<file path="src/design/mvscp_pkg.sv">
// Package for the MPEG video start code prober.
// Holds the shared widths, start code constants, read offsets and the
// command and status structures between the controller and the datapath.
`default_nettype none

package mvscp_pkg;

    // Data and counter widths.
    localparam int BYTE_W     = 8;
    localparam int CODE_W     = 32;
    localparam int C9_W       = 9;
    localparam int COUNT_BITS = 20;
    localparam int PROD_W     = COUNT_BITS + 4;
    localparam int SCORE_W    = 7;
    localparam int FLAG_W     = 4;

    // Look-ahead window and its circular byte buffer.
    localparam int WIN_DEPTH  = 139;
    localparam int BUF_DEPTH  = 256;
    localparam int BUF_ADDR_W = $clog2(BUF_DEPTH);
    localparam int AVAIL_W    = $clog2(WIN_DEPTH + 1);
    localparam int OFF_W      = 4;

    localparam logic [BUF_ADDR_W-1:0] BASE_RESET = BUF_ADDR_W'(BUF_DEPTH - WIN_DEPTH);

    // Start code values.
    localparam logic [CODE_W-1:0] CODE_SHIFT_RESET = '1;
    localparam logic [23:0]       START_PREFIX     = 24'h000001;
    localparam logic [CODE_W-1:0] SEQ_HDR_CODE     = 32'h000001B3;
    localparam logic [CODE_W-1:0] PICTURE_CODE     = 32'h00000100;
    localparam logic [CODE_W-1:0] PACK_CODE        = 32'h000001BA;
    localparam logic [CODE_W-1:0] RESERVED_CODE    = 32'h000001B6;
    localparam logic [C9_W-1:0]   SLICE_FIRST      = 9'h101;
    localparam logic [C9_W-1:0]   SLICE_LAST       = 9'h1AF;
    localparam logic [C9_W-1:0]   VIDEO_MASK       = 9'h1F0;
    localparam logic [C9_W-1:0]   VIDEO_PES_BASE   = 9'h1E0;
    localparam logic [C9_W-1:0]   AUDIO_MASK       = 9'h1E0;
    localparam logic [C9_W-1:0]   AUDIO_PES_BASE   = 9'h1C0;

    // Bit positions in the sticky flag register.
    localparam int FLAG_PACK     = 0;
    localparam int FLAG_AUDIO    = 1;
    localparam int FLAG_RESERVED = 2;
    localparam int FLAG_VIDEO    = 3;

    // Sequence header field masks.
    localparam logic [BYTE_W-1:0] MARKER_MASK     = 8'h20;
    localparam logic [BYTE_W-1:0] INTRA_MAT_MASK  = 8'h02;
    localparam logic [BYTE_W-1:0] INTER_MAT_MASK  = 8'h01;
    localparam logic [BYTE_W-1:0] TAIL_LOW_MASK   = 8'hFE;
    localparam logic [AVAIL_W-1:0] MATRIX_STEP    = AVAIL_W'(64);

    // Read offsets relative to the header start plus the matrix skip.
    localparam logic [OFF_W-1:0] OFF_MARKER = 4'd6;
    localparam logic [OFF_W-1:0] OFF_FLAGS  = 4'd7;
    localparam logic [OFF_W-1:0] OFF_TAIL0  = 4'd8;
    localparam logic [OFF_W-1:0] OFF_TAIL1  = 4'd9;
    localparam logic [OFF_W-1:0] OFF_TAIL2  = 4'd10;

    localparam logic [SCORE_W-1:0] EXT_SCORE_RESET = 7'd50;

    // Commands from the controller to the datapath.
    typedef struct packed {
        logic             accept;
        logic             rd_en;
        logic [OFF_W-1:0] rd_off;
        logic             jp_add;
        logic             jp_clear;
        logic             seq_inc;
        logic             flush_shift;
        logic             prod_load;
        logic             score_load;
        logic             clear;
    } ctrl_cmd_t;

    // Status from the datapath to the controller.
    typedef struct packed {
        logic mark_next;
        logic avail_one;
        logic jp_over;
        logic rd_marker;
        logic rd_intra;
        logic rd_inter;
        logic rd_zero;
        logic rd_low_only;
        logic out_free;
    } dp_status_t;

    // Saturating counter increment.
    function automatic logic [COUNT_BITS-1:0] sat_inc(input logic [COUNT_BITS-1:0] v);
        logic [COUNT_BITS-1:0] r;
        r = (&v) ? v : v + COUNT_BITS'(1);
        return r;
    endfunction

endpackage

`default_nettype wire

</file>
<file path="src/design/mvscp_if.sv">
// Stream interfaces of the MPEG video start code prober.
// Each carries valid, ready and its payload; widths come from mvscp_pkg.
`default_nettype none

interface mvscp_byte_if;
    import mvscp_pkg::*;

    logic              valid;
    logic              ready;
    logic [BYTE_W-1:0] data_byte;
    logic              last_byte;

    modport source (output valid, output data_byte, output last_byte, input ready);
    modport sink   (input valid, input data_byte, input last_byte, output ready);
endinterface

interface mvscp_score_if;
    import mvscp_pkg::*;

    logic               valid;
    logic               ready;
    logic [SCORE_W-1:0] score;

    modport source (output valid, output score, input ready);
    modport sink   (input valid, input score, output ready);
endinterface

`default_nettype wire

</file>
<file path="src/design/mvscp_ram.sv">
// Generic simple dual-port RAM: one write port, one registered read port.
// No dependencies.
`default_nettype none

module mvscp_ram #(
    parameter int WIDTH = 8,
    parameter int DEPTH = 256
) (
    input  wire logic                     clk,
    input  wire logic                     we,
    input  wire logic [$clog2(DEPTH)-1:0] waddr,
    input  wire logic [WIDTH-1:0]         wdata,
    input  wire logic [$clog2(DEPTH)-1:0] raddr,
    output logic      [WIDTH-1:0]         rdata
);

    logic [WIDTH-1:0] mem [DEPTH];

    // Write and registered read.
    always_ff @(posedge clk)
    begin
        if (we)
        begin
            mem[waddr] <= wdata;
        end
        rdata <= mem[raddr];
    end

endmodule

`default_nettype wire

</file>
<file path="src/design/mvscp_datapath.sv">
// Datapath of the start code prober: start code shift register, counters,
// sticky flags, header mark line, byte buffer RAM and score arithmetic.
// Depends on mvscp_pkg and mvscp_ram.
`default_nettype none

module mvscp_datapath (
    input  wire logic                          clk,
    input  wire logic                          rst_n,
    input  wire logic                          cfg_we,
    input  wire logic [mvscp_pkg::SCORE_W-1:0] cfg_wdata,
    input  wire logic [mvscp_pkg::BYTE_W-1:0]  data_byte,
    input  wire mvscp_pkg::ctrl_cmd_t          cmd,
    output mvscp_pkg::dp_status_t              status,
    output logic                               result_valid,
    input  wire logic                          result_ready,
    output logic [mvscp_pkg::SCORE_W-1:0]      result_score
);
    import mvscp_pkg::*;

    logic [CODE_W-1:0]     code_shift_reg, code_shift_next;
    logic [C9_W-1:0]       prev_code_reg, prev_code_next;
    logic [COUNT_BITS-1:0] seq_cnt_reg, seq_cnt_next;
    logic [COUNT_BITS-1:0] pic_cnt_reg, pic_cnt_next;
    logic [COUNT_BITS-1:0] ord_cnt_reg, ord_cnt_next;
    logic [COUNT_BITS-1:0] mis_cnt_reg, mis_cnt_next;
    logic [FLAG_W-1:0]     flags_reg, flags_next;
    logic [WIN_DEPTH-1:0]  marks_reg, marks_next;
    logic [BUF_ADDR_W-1:0] wr_ptr_reg, wr_ptr_next;
    logic [BUF_ADDR_W-1:0] base_reg, base_next;
    logic [AVAIL_W-1:0]    avail_reg, avail_next;
    logic [AVAIL_W-1:0]    jp_reg, jp_next;
    logic                  rd_ok_reg;
    logic [SCORE_W-1:0]    ext_score_reg;
    logic                  out_valid_reg;
    logic [SCORE_W-1:0]    out_score_reg;
    logic [PROD_W-1:0]     seq9_reg, pic10_reg, pic9_reg, ord10_reg;

    logic [CODE_W-1:0]     code_new;
    logic [C9_W-1:0]       c9;
    logic                  is_start;
    logic                  slice_now;
    logic                  slice_prev;
    logic                  slice_up;
    logic                  new_mark;
    logic [AVAIL_W-1:0]    rd_rel;
    logic [BUF_ADDR_W-1:0] rd_addr;
    logic [BYTE_W-1:0]     ram_q;
    logic [BYTE_W-1:0]     rd_byte;
    logic                  score_ok;
    logic [SCORE_W-1:0]    ext_plus;
    logic [SCORE_W-1:0]    score_val;

    // Start code decode on the incoming byte.
    assign code_new   = {code_shift_reg[CODE_W-BYTE_W-1:0], data_byte};
    assign c9         = code_new[C9_W-1:0];
    assign is_start   = (code_new[CODE_W-1:BYTE_W] == START_PREFIX);
    assign slice_now  = (c9 >= SLICE_FIRST) && (c9 <= SLICE_LAST);
    assign slice_prev = (prev_code_reg >= SLICE_FIRST) && (prev_code_reg <= SLICE_LAST);
    assign slice_up   = slice_prev ? (c9 >= prev_code_reg) : (c9 == SLICE_FIRST);
    assign new_mark   = (code_shift_reg == SEQ_HDR_CODE);

    // Window read address and range check against the bytes present.
    assign rd_rel  = jp_reg + AVAIL_W'(cmd.rd_off);
    assign rd_addr = base_reg + BUF_ADDR_W'(rd_rel);
    assign rd_byte = ram_q & {BYTE_W{rd_ok_reg}};

    mvscp_ram #(
        .WIDTH (BYTE_W),
        .DEPTH (BUF_DEPTH)
    ) u_buf (
        .clk   (clk),
        .we    (cmd.accept),
        .waddr (wr_ptr_reg),
        .wdata (data_byte),
        .raddr (rd_addr),
        .rdata (ram_q)
    );

    // Next-state logic for the stream state.
    always_comb
    begin
        code_shift_next = code_shift_reg;
        prev_code_next  = prev_code_reg;
        seq_cnt_next    = seq_cnt_reg;
        pic_cnt_next    = pic_cnt_reg;
        ord_cnt_next    = ord_cnt_reg;
        mis_cnt_next    = mis_cnt_reg;
        flags_next      = flags_reg;
        marks_next      = marks_reg;
        wr_ptr_next     = wr_ptr_reg;
        base_next       = base_reg;
        avail_next      = avail_reg;
        jp_next         = jp_reg;

        if (cmd.accept)
        begin
            code_shift_next = code_new;
            marks_next      = {new_mark, marks_reg[WIN_DEPTH-1:1]};
            wr_ptr_next     = wr_ptr_reg + BUF_ADDR_W'(1);
            base_next       = base_reg + BUF_ADDR_W'(1);
            avail_next      = AVAIL_W'(WIN_DEPTH);
            if (is_start)
            begin
                if (code_new == PICTURE_CODE)
                begin
                    pic_cnt_next = sat_inc(pic_cnt_reg);
                end
                else if (code_new == PACK_CODE)
                begin
                    flags_next[FLAG_PACK] = 1'b1;
                end
                else if (code_new == RESERVED_CODE)
                begin
                    flags_next[FLAG_RESERVED] = 1'b1;
                end
                if (slice_now)
                begin
                    if (slice_up)
                    begin
                        ord_cnt_next = sat_inc(ord_cnt_reg);
                    end
                    else
                    begin
                        mis_cnt_next = sat_inc(mis_cnt_reg);
                    end
                end
                if ((c9 & VIDEO_MASK) == VIDEO_PES_BASE)
                begin
                    flags_next[FLAG_VIDEO] = 1'b1;
                end
                else if ((c9 & AUDIO_MASK) == AUDIO_PES_BASE)
                begin
                    flags_next[FLAG_AUDIO] = 1'b1;
                end
                prev_code_next = c9;
            end
        end

        // Flush walks the mark line with a shrinking window.
        if (cmd.flush_shift)
        begin
            marks_next = {1'b0, marks_reg[WIN_DEPTH-1:1]};
            base_next  = base_reg + BUF_ADDR_W'(1);
            avail_next = avail_reg - AVAIL_W'(1);
        end

        if (cmd.jp_add)
        begin
            jp_next = jp_reg + MATRIX_STEP;
        end
        if (cmd.jp_clear)
        begin
            jp_next = '0;
        end

        if (cmd.seq_inc)
        begin
            seq_cnt_next = sat_inc(seq_cnt_reg);
        end

        if (cmd.clear)
        begin
            code_shift_next = CODE_SHIFT_RESET;
            prev_code_next  = '0;
            seq_cnt_next    = '0;
            pic_cnt_next    = '0;
            ord_cnt_next    = '0;
            mis_cnt_next    = '0;
            flags_next      = '0;
            marks_next      = '0;
            base_next       = wr_ptr_reg - BUF_ADDR_W'(WIN_DEPTH);
            jp_next         = '0;
        end
    end

    // Stream state registers.
    always_ff @(posedge clk or negedge rst_n)
    begin
        if (!rst_n)
        begin
            code_shift_reg <= CODE_SHIFT_RESET;
            prev_code_reg  <= '0;
            seq_cnt_reg    <= '0;
            pic_cnt_reg    <= '0;
            ord_cnt_reg    <= '0;
            mis_cnt_reg    <= '0;
            flags_reg      <= '0;
            marks_reg      <= '0;
            wr_ptr_reg     <= '0;
            base_reg       <= BASE_RESET;
            avail_reg      <= AVAIL_W'(WIN_DEPTH);
            jp_reg         <= '0;
            rd_ok_reg      <= 1'b0;
        end
        else
        begin
            code_shift_reg <= code_shift_next;
            prev_code_reg  <= prev_code_next;
            seq_cnt_reg    <= seq_cnt_next;
            pic_cnt_reg    <= pic_cnt_next;
            ord_cnt_reg    <= ord_cnt_next;
            mis_cnt_reg    <= mis_cnt_next;
            flags_reg      <= flags_next;
            marks_reg      <= marks_next;
            wr_ptr_reg     <= wr_ptr_next;
            base_reg       <= base_next;
            avail_reg      <= avail_next;
            jp_reg         <= jp_next;
            if (cmd.rd_en)
            begin
                rd_ok_reg <= (rd_rel < avail_reg);
            end
        end
    end

    // Configuration register.
    always_ff @(posedge clk or negedge rst_n)
    begin
        if (!rst_n)
        begin
            ext_score_reg <= EXT_SCORE_RESET;
        end
        else if (cfg_we)
        begin
            ext_score_reg <= cfg_wdata;
        end
    end

    // Scaled counts for the ratio tests: times nine and times ten.
    always_ff @(posedge clk)
    begin
        if (cmd.prod_load)
        begin
            seq9_reg  <= PROD_W'({seq_cnt_reg, 3'b000}) + PROD_W'(seq_cnt_reg);
            pic10_reg <= PROD_W'({pic_cnt_reg, 3'b000}) + PROD_W'({pic_cnt_reg, 1'b0});
            pic9_reg  <= PROD_W'({pic_cnt_reg, 3'b000}) + PROD_W'(pic_cnt_reg);
            ord10_reg <= PROD_W'({ord_cnt_reg, 3'b000}) + PROD_W'({ord_cnt_reg, 1'b0});
        end
    end

    // Score from the registered products and the flags.
    always_comb
    begin
        score_ok = (seq_cnt_reg != '0) && (seq9_reg <= pic10_reg) &&
                   (pic9_reg <= ord10_reg) &&
                   !flags_reg[FLAG_PACK] && !flags_reg[FLAG_AUDIO] &&
                   !flags_reg[FLAG_RESERVED] && (ord_cnt_reg > mis_cnt_reg);
        ext_plus = (&ext_score_reg) ? ext_score_reg : ext_score_reg + SCORE_W'(1);
        if (!score_ok)
        begin
            score_val = '0;
        end
        else if (flags_reg[FLAG_VIDEO])
        begin
            score_val = ext_score_reg >> 2;
        end
        else if (pic_cnt_reg > COUNT_BITS'(1))
        begin
            score_val = ext_plus;
        end
        else
        begin
            score_val = ext_score_reg >> 1;
        end
    end

    // Output register holding the score transaction.
    always_ff @(posedge clk or negedge rst_n)
    begin
        if (!rst_n)
        begin
            out_valid_reg <= 1'b0;
        end
        else if (cmd.score_load)
        begin
            out_valid_reg <= 1'b1;
        end
        else if (result_ready)
        begin
            out_valid_reg <= 1'b0;
        end
    end

    always_ff @(posedge clk)
    begin
        if (cmd.score_load)
        begin
            out_score_reg <= score_val;
        end
    end

    assign result_valid = out_valid_reg;
    assign result_score = out_score_reg;

    // Status towards the controller.
    always_comb
    begin
        status.mark_next   = marks_reg[1];
        status.avail_one   = (avail_reg == AVAIL_W'(1));
        status.jp_over     = (jp_reg > avail_reg);
        status.rd_marker   = ((rd_byte & MARKER_MASK) != '0);
        status.rd_intra    = ((rd_byte & INTRA_MAT_MASK) != '0);
        status.rd_inter    = ((rd_byte & INTER_MAT_MASK) != '0);
        status.rd_zero     = (rd_byte == '0);
        status.rd_low_only = ((rd_byte & TAIL_LOW_MASK) == '0);
        status.out_free    = !out_valid_reg || result_ready;
    end

endmodule

`default_nettype wire

</file>
<file path="src/design/mvscp_ctrl.sv">
// Controller of the start code prober: byte intake, sequence header
// judging, end-of-buffer flush and score hand-off.
// Depends on mvscp_pkg.
`default_nettype none

module mvscp_ctrl (
    input  wire logic                 clk,
    input  wire logic                 rst_n,
    input  wire logic                 in_valid,
    input  wire logic                 in_last,
    output logic                      in_ready,
    input  wire mvscp_pkg::dp_status_t status,
    output mvscp_pkg::ctrl_cmd_t      cmd
);
    import mvscp_pkg::*;

    typedef enum logic [3:0] {
        ST_IDLE,
        ST_HDR,
        ST_MARKER,
        ST_INTRA,
        ST_INTRA_CHK,
        ST_INTER,
        ST_INTER_CHK,
        ST_TAIL0,
        ST_TAIL1,
        ST_TAIL2,
        ST_FLUSH,
        ST_PROD,
        ST_SCORE
    } state_t;

    state_t state_reg, state_next;
    logic   flushing_reg, flushing_next;
    logic   accept;
    state_t judge_exit;

    assign in_ready   = (state_reg == ST_IDLE);
    assign accept     = in_valid && in_ready;
    assign judge_exit = flushing_reg ? ST_FLUSH : ST_IDLE;

    // Command decode and next state.
    always_comb
    begin
        cmd           = '0;
        state_next    = state_reg;
        flushing_next = flushing_reg;
        case (state_reg)
            ST_IDLE:
            begin
                if (accept)
                begin
                    cmd.accept    = 1'b1;
                    flushing_next = in_last;
                    if (status.mark_next)
                    begin
                        state_next = ST_HDR;
                    end
                    else if (in_last)
                    begin
                        state_next = ST_FLUSH;
                    end
                end
            end
            ST_HDR:
            begin
                cmd.rd_en  = 1'b1;
                cmd.rd_off = OFF_MARKER;
                state_next = ST_MARKER;
            end
            ST_MARKER:
            begin
                if (status.rd_marker)
                begin
                    cmd.rd_en  = 1'b1;
                    cmd.rd_off = OFF_FLAGS;
                    state_next = ST_INTRA;
                end
                else
                begin
                    cmd.jp_clear = 1'b1;
                    state_next   = judge_exit;
                end
            end
            ST_INTRA:
            begin
                cmd.jp_add = status.rd_intra;
                state_next = ST_INTRA_CHK;
            end
            ST_INTRA_CHK:
            begin
                if (status.jp_over)
                begin
                    cmd.jp_clear = 1'b1;
                    state_next   = judge_exit;
                end
                else
                begin
                    cmd.rd_en  = 1'b1;
                    cmd.rd_off = OFF_FLAGS;
                    state_next = ST_INTER;
                end
            end
            ST_INTER:
            begin
                cmd.jp_add = status.rd_inter;
                state_next = ST_INTER_CHK;
            end
            ST_INTER_CHK:
            begin
                if (status.jp_over)
                begin
                    cmd.jp_clear = 1'b1;
                    state_next   = judge_exit;
                end
                else
                begin
                    cmd.rd_en  = 1'b1;
                    cmd.rd_off = OFF_TAIL0;
                    state_next = ST_TAIL0;
                end
            end
            ST_TAIL0:
            begin
                if (status.rd_zero)
                begin
                    cmd.rd_en  = 1'b1;
                    cmd.rd_off = OFF_TAIL1;
                    state_next = ST_TAIL1;
                end
                else
                begin
                    cmd.jp_clear = 1'b1;
                    state_next   = judge_exit;
                end
            end
            ST_TAIL1:
            begin
                if (status.rd_zero)
                begin
                    cmd.rd_en  = 1'b1;
                    cmd.rd_off = OFF_TAIL2;
                    state_next = ST_TAIL2;
                end
                else
                begin
                    cmd.jp_clear = 1'b1;
                    state_next   = judge_exit;
                end
            end
            ST_TAIL2:
            begin
                cmd.seq_inc  = status.rd_low_only;
                cmd.jp_clear = 1'b1;
                state_next   = judge_exit;
            end
            ST_FLUSH:
            begin
                // Walk the remaining marks; each one found is judged on
                // the bytes that are actually left.
                if (status.avail_one)
                begin
                    state_next = ST_PROD;
                end
                else
                begin
                    cmd.flush_shift = 1'b1;
                    if (status.mark_next)
                    begin
                        state_next = ST_HDR;
                    end
                end
            end
            ST_PROD:
            begin
                cmd.prod_load = 1'b1;
                state_next    = ST_SCORE;
            end
            ST_SCORE:
            begin
                if (status.out_free)
                begin
                    cmd.score_load = 1'b1;
                    cmd.clear      = 1'b1;
                    flushing_next  = 1'b0;
                    state_next     = ST_IDLE;
                end
            end
            default:
            begin
                state_next    = ST_IDLE;
                flushing_next = 1'b0;
            end
        endcase
    end

    // State and registered flush flag.
    always_ff @(posedge clk or negedge rst_n)
    begin
        if (!rst_n)
        begin
            state_reg    <= ST_IDLE;
            flushing_reg <= 1'b0;
        end
        else
        begin
            state_reg    <= state_next;
            flushing_reg <= flushing_next;
        end
    end

endmodule

`default_nettype wire

</file>
<file path="src/design/mpeg_video_start_code_prober_top.sv">
// Top level of the MPEG video start code prober.
// Depends on mvscp_pkg, mvscp_if, mvscp_ctrl and mvscp_datapath.
//
//   Channel   Direction  Payload                    Transaction
//   stream    sink       data_byte[7:0], last_byte  valid & ready
//   result    source     score[6:0]                 valid & ready
//   cfg       write      cfg_wdata[6:0]             cfg_we
//
// Bytes are taken without pause while the controller is idle. A byte that
// completes the 139-byte window behind a sequence header stalls intake while
// the header is judged through the single read port of the byte buffer RAM.
// The last byte is followed by a walk of the header mark line, judging each
// header still pending, and then the products and score states.
// Reset sets the base score to 50 and clears the stream state; no clearing
// pass is needed. The score waits in an output register; a stalled result
// holds back intake only after the next last byte.
`default_nettype none

module mpeg_video_start_code_prober_top (
    input  wire logic                          clk,
    input  wire logic                          rst_n,
    input  wire logic                          cfg_we,
    input  wire logic [mvscp_pkg::SCORE_W-1:0] cfg_wdata,
    mvscp_byte_if.sink                         stream,
    mvscp_score_if.source                      result
);
    import mvscp_pkg::*;

    ctrl_cmd_t  cmd;
    dp_status_t status;
    logic       in_ready;

    assign stream.ready = in_ready;

    // Sequencing of intake, judging, flush and score.
    mvscp_ctrl u_ctrl (
        .clk      (clk),
        .rst_n    (rst_n),
        .in_valid (stream.valid),
        .in_last  (stream.last_byte),
        .in_ready (in_ready),
        .status   (status),
        .cmd      (cmd)
    );

    // Stream state, byte buffer and score.
    mvscp_datapath u_datapath (
        .clk          (clk),
        .rst_n        (rst_n),
        .cfg_we       (cfg_we),
        .cfg_wdata    (cfg_wdata),
        .data_byte    (stream.data_byte),
        .cmd          (cmd),
        .status       (status),
        .result_valid (result.valid),
        .result_ready (result.ready),
        .result_score (result.score)
    );

endmodule

`default_nettype wire
</file>
<file path="src/flat_wrapper.sv">
// flat-port wrapper written by rule: the top's interface ports become plain ports
module mpeg_video_start_code_prober_top_flat import mvscp_pkg::*;
  (clk, rst_n, cfg_we, cfg_wdata, stream_valid, stream_data_byte, stream_last_byte, stream_ready, result_valid, result_score, result_ready);
  mvscp_byte_if stream_i ();
  mvscp_score_if result_i ();
  input  wire logic clk;
  input  wire logic rst_n;
  input  wire logic cfg_we;
  input  wire logic [mvscp_pkg::SCORE_W-1:0] cfg_wdata;
  input wire logic [$bits(stream_i.valid)-1:0] stream_valid;
  input wire logic [$bits(stream_i.data_byte)-1:0] stream_data_byte;
  input wire logic [$bits(stream_i.last_byte)-1:0] stream_last_byte;
  output wire logic [$bits(stream_i.ready)-1:0] stream_ready;
  output wire logic [$bits(result_i.valid)-1:0] result_valid;
  output wire logic [$bits(result_i.score)-1:0] result_score;
  input wire logic [$bits(result_i.ready)-1:0] result_ready;
  assign stream_i.valid = stream_valid;
  assign stream_i.data_byte = stream_data_byte;
  assign stream_i.last_byte = stream_last_byte;
  assign stream_ready = stream_i.ready;
  assign result_valid = result_i.valid;
  assign result_score = result_i.score;
  assign result_i.ready = result_ready;
  mpeg_video_start_code_prober_top u_core (.clk(clk), .rst_n(rst_n), .cfg_we(cfg_we), .cfg_wdata(cfg_wdata), .stream(stream_i), .result(result_i));
endmodule
</file>
<file path="config.mk">
export PLATFORM = sky130hd
export DESIGN_NAME = mpeg_video_start_code_prober_top_flat
export DESIGN_NICKNAME = d
export VERILOG_FILES = /design/src/design/mvscp_pkg.sv /design/src/design/mvscp_if.sv /design/src/design/mvscp_ram.sv /design/src/design/mvscp_datapath.sv /design/src/design/mvscp_ctrl.sv /design/src/design/mpeg_video_start_code_prober_top.sv /design/src/flat_wrapper.sv
export SDC_FILE = /design/constraint.sdc
export NUM_CORES = 2
export LEC_CHECK = 0
export BUFFER_PORTS_ARGS = -buffer_cell sky130_fd_sc_hd__buf_2
export CAP_MARGIN = 25
export CORE_AREA = 2 2 617 558
export CTS_CLUSTER_SIZE = 14
export DETAILED_ROUTE_END_ITERATION = 10
export DIE_AREA = 0 0 619 560
export PLACE_DENSITY = 0.44
export SLEW_MARGIN = 5
export SYNTH_ARGS = -nofsm -noshare
export SYNTH_HDL_FRONTEND = slang
export SYNTH_SLANG_ARGS = --single-unit
</file>
<file path="constraint.sdc">
create_clock -name clk -period 9.34 [get_ports clk]
set_input_delay 1.401 -clock clk [delete_from_list [all_inputs] [get_ports clk]]
set_output_delay 1.401 -clock clk [all_outputs]
set_load 0.005 [all_outputs]
</file>
==> reports/metrics.cfg <==
[outcome]
outcome = finished clean

[drt]
vias = 52400
drc = 0
routedWlPerCell_um = 25.75
vias_per_cell = 4.933
route.antenna.remaining_nets = 0
drt_iter0_drc = 4954
dr.pass1.iters = 7
finalWirelength_mm = 273.5

[layout]
syn_to_final_growth_pct = 15.42
drive_above_1_share = 0.2257
largest_register_ffs = 2048
final_cells = 10620
fillers = 32350
finish.instance_area_um2 = 117300
fin_nets = 6075

[worst_setup_path]
cp_max_fo = 80
end_kind = flip-flop
crit_path_cell_trace = nor4_1 > a41o_1 > a21oi_1 > mux2i_1 > o31a_1 > nand2_1 > ha_1 > fa_4 > buf_12 > buf_12 > mux4_2 > mux4_2 > mux4_2 > mux2i_1 > mux2i_1
startpoint = u_core.u_datapath.avail_reg[2]$_DFFE_PN0P_
path_class = flip-flop to flip-flop
arrival_ns = 7.25
start_kind = flip-flop
critPathSlowestCell = fa_4
slowest_delay_ns = 1.18
r2r-start = u_core.u_datapath.avail_reg[2]$_DFFE_PN0P_
critPathTopFamily = multiplexers
crit_buf_inv = 2
cp_data_required_time_ns = 10.09

[global_routing]
grt.total_usage = 0.1561
grt_max_degree = 145
grt-ovfl-total = 0
grt_first_pass_wirelength_mm = 395.8
grt_pass1_vias = 53400
antenna_found_initial = 15

[power_and_ir_drop]
power_density_nw_per_um2 = 378.9
switching_share = 0.3658
pwr-share-seq = 0.286
leakage_nw = 38.94
p_clk_frac = 0.245
p_int_w = 0.02817
comb_power_share = 0.469
p_sw_w = 0.01625
max-vdd-ir-drop_v = 0.0004541

[logic_synthesis]
syn_inst = 5648
yosysWarnings = 0
synth-async-reset-ratio = 0.1233
yosys.area.top_type = edfxtp_1
synth_edf_count = 2147
synthesis.area_um2 = 101600
synth_top_area_frac = 0.6346
ys_ff_latch = 2458
ys_types = 79
synth_flop_cell = edfxtp_1
synth.area.top_cells = edfxtp_1 (63%), mux4_2 (15%), dfrtp_1 (6.4%)
ys_seq_area_frac = 0.7114
avgSynthCellArea_um2 = 17.99

[placement]
hpwl_mm = 169.0
io_buffers = 29
placed_cells = 10110
gp_congestion = 0.7595
place_ws_ns = 2.591
placed_cell_area_um2 = 108100

[timing]
setup_viol = 0
slew_headroom = 0.2939
worst_pin_slew_ns = 1.055
rsz0062_at_grt = no
layout_min_cycle_time_ns = 6.494
setup_tns_ns = 0
slew_viol_final = 0
period_share = 0.6953
max_clock_freq_mhz = 154.0
hold_violations = 0
fin_worst_skew_ns = 0.05267
worst_slack_ns = 2.846

[clock_tree]
ctsHoldBuffers = 0
cts-resized-gates = 0
cts_tree = yes
cts_sinks = 2458
clk_pin_slew_ns = 0.06
htreeDepth = 5
numCtsBuffers = 278
worstSkewPairLatency_ns = 0.89
root_buffer = clkbuf_16
cts_max_path_buffers = 4
post-cts-setup-buffers = 0

[hold_path]
hold_path.class = input pin to async pin

[floorplan]
start_util = 0.2979
dieHeight_um = 560
die_area_um2 = 346600
ios = 30
die_x_um = 619
core_um2 = 341000
num_rows = 204

[flow_run]
cap_violations = 0

-- worst paths after layout --
kind	endpoint	slack, ns	cells past startpoint
min in group clk	u_core.u_datapath.flags_reg[2]$_DFFE_PN0P_	0.48	1
min	u_core.u_datapath.pic_cnt_reg[10]$_DFFE_PN0P_	0.45	1
min reg2reg	u_core.u_datapath.flags_reg[2]$_DFFE_PN0P_	0.48	1
max in group asynchronous	u_core.u_datapath.marks_reg[132]$_DFFE_PN0P_	6.82	3
max reg2reg	u_core.u_datapath.u_buf.rdata[0]$_DFF_P_	2.85	15
max	u_core.u_datapath.u_buf.rdata[0]$_DFF_P_	2.85	15
-- power by group through the flow --
| stage | Clock (W) | Sequential [W] | Combinational (W) |
|---|---|---|---|
| 2_1_floorplan | 0 | 0.0128 | 0.0136 |
| 3_3_place_gp | 0 | 0.0129 | 0.0214 |
| 5_1_grt | 0.0116 | 0.0128 | 0.0221 |
| 3_5_place_dp | 0 | 0.0129 | 0.0213 |
| 4_1_cts | 0.0112 | 0.0127 | 0.0214 |
| 6_report | 0.0109 | 0.0127 | 0.0208 |
-- cell usage after synthesis (all sizes together), types with 10 or more instances --
cell / number
inv: 142
and3: 20
a31oi: 13
nor2: 430
a21oi: 260
nor3: 45
ha: 179
mux4: 672
and4: 11
o21ai: 75
o211ai: 11
xor2: 41
o31ai: 10
a21o: 41
nand4: 49
buf: 71
xnor2: 92
and2: 14
a211oi: 12
or3: 19
mux2i: 51
nor2b: 23
nand2b: 13
nand3: 62
nor4: 34
dfrtp: 259
dfstp: 44
clkbuf: 207
o21a: 16
edfxtp: 2147
nand2: 445
o22a: 29
-- layout make-up --
cell class | instances | area (um2) | share of cell area
Multi-Input combinational cell | 2774 | 27890 | 0.2378
Clock inverter | 132 | 1325 | 0.01130
Timing Repair Buffer | 215 | 1923 | 0.01640
Sequential cell | 2458 | 72270 | 0.6163
Inverter | 143 | 545.5 | 0.004652
Clock buffer | 365 | 7630 | 0.06507
Antenna cell | 4 | 10.01 | 0.00008536
Tap cell | 4532 | 5670 | 0.04836
-- worst reg2reg max path, delay by kind of cell, from the launching register on --
family	cells	cell delay (ns)
multiplexers	6	2.16
adder cells (fa/ha/maj)	2	1.51
buffers and inverters	2	0.90
AND/OR/NAND/NOR	2	0.74
AO/OA/AOI/OAI	3	0.63
flip-flops	1	0.46
-- stage by stage --
step,utilization,hold slack [ns],total power (W)
after global routing,0.3438,0.4416,0.04640
after detailed placement,0.3170,0.4746,0.03429
after CTS,0.3433,0.4006,0.04527
after global placement,0.3159,0.4680,0.03431
final,0.3439,0.4463,0.04442
after floorplan,-,0.4559,0.02632
-- placed cells by master (no fill, tap or decap), types with 13 or more instances in the layout --
master        n
mux2i_1      51
nand2_2      17
buf_6        23
and3_1       20
and2_1       14
nand3_1      62
clkinv_2     35
xnor2_1      88
buf_4       145
buf_2        21
nand2b_1     13
clkbuf_1     64
o22a_1       29
mux4_2      672
o21ai_0      74
or3_1        19
clkinv_1     48
nor3_1       45
nand2_1     427
nor2b_1      23
o21a_1       16
nor4_1       29
a21oi_1     258
dfstp_2      44
nor2_1      428
a21o_1       41
ha_1        178
xor2_1       40
edfxtp_1   2147
nand4_1      49
clkbuf_16   290
dfrtp_1     259
inv_1       141
bufinv_16    23
-- layer usage --
layer	vias to the layer above	share of wire	GRT usage
li1	22860	-	-
met1	27960	0.47	0.2286
met2	1214	0.46	0.2438
met3	360	0.047	0.02197
met4	4	0.025	0.03920
met5	-	0.00012	0
-- logic make-up (layout without fill, tap and decap cells) --
kind of cell             Yosys count  count (layout)  synth area share
adder cells (fa/ha/maj)          184             184           0.02303
buffers and inverters            421             855           0.01565
AO/OA/AOI/OAI                    522             522           0.03141
AND/OR/NAND/NOR                 1198            1198           0.05216
flip-flops                      2458            2458            0.7114
multiplexers                     731             731            0.1549
XOR/XNOR                         133             133           0.01147
other                              1              10        0.00003691
No activity file was read; power rests on OpenSTA's default activity.
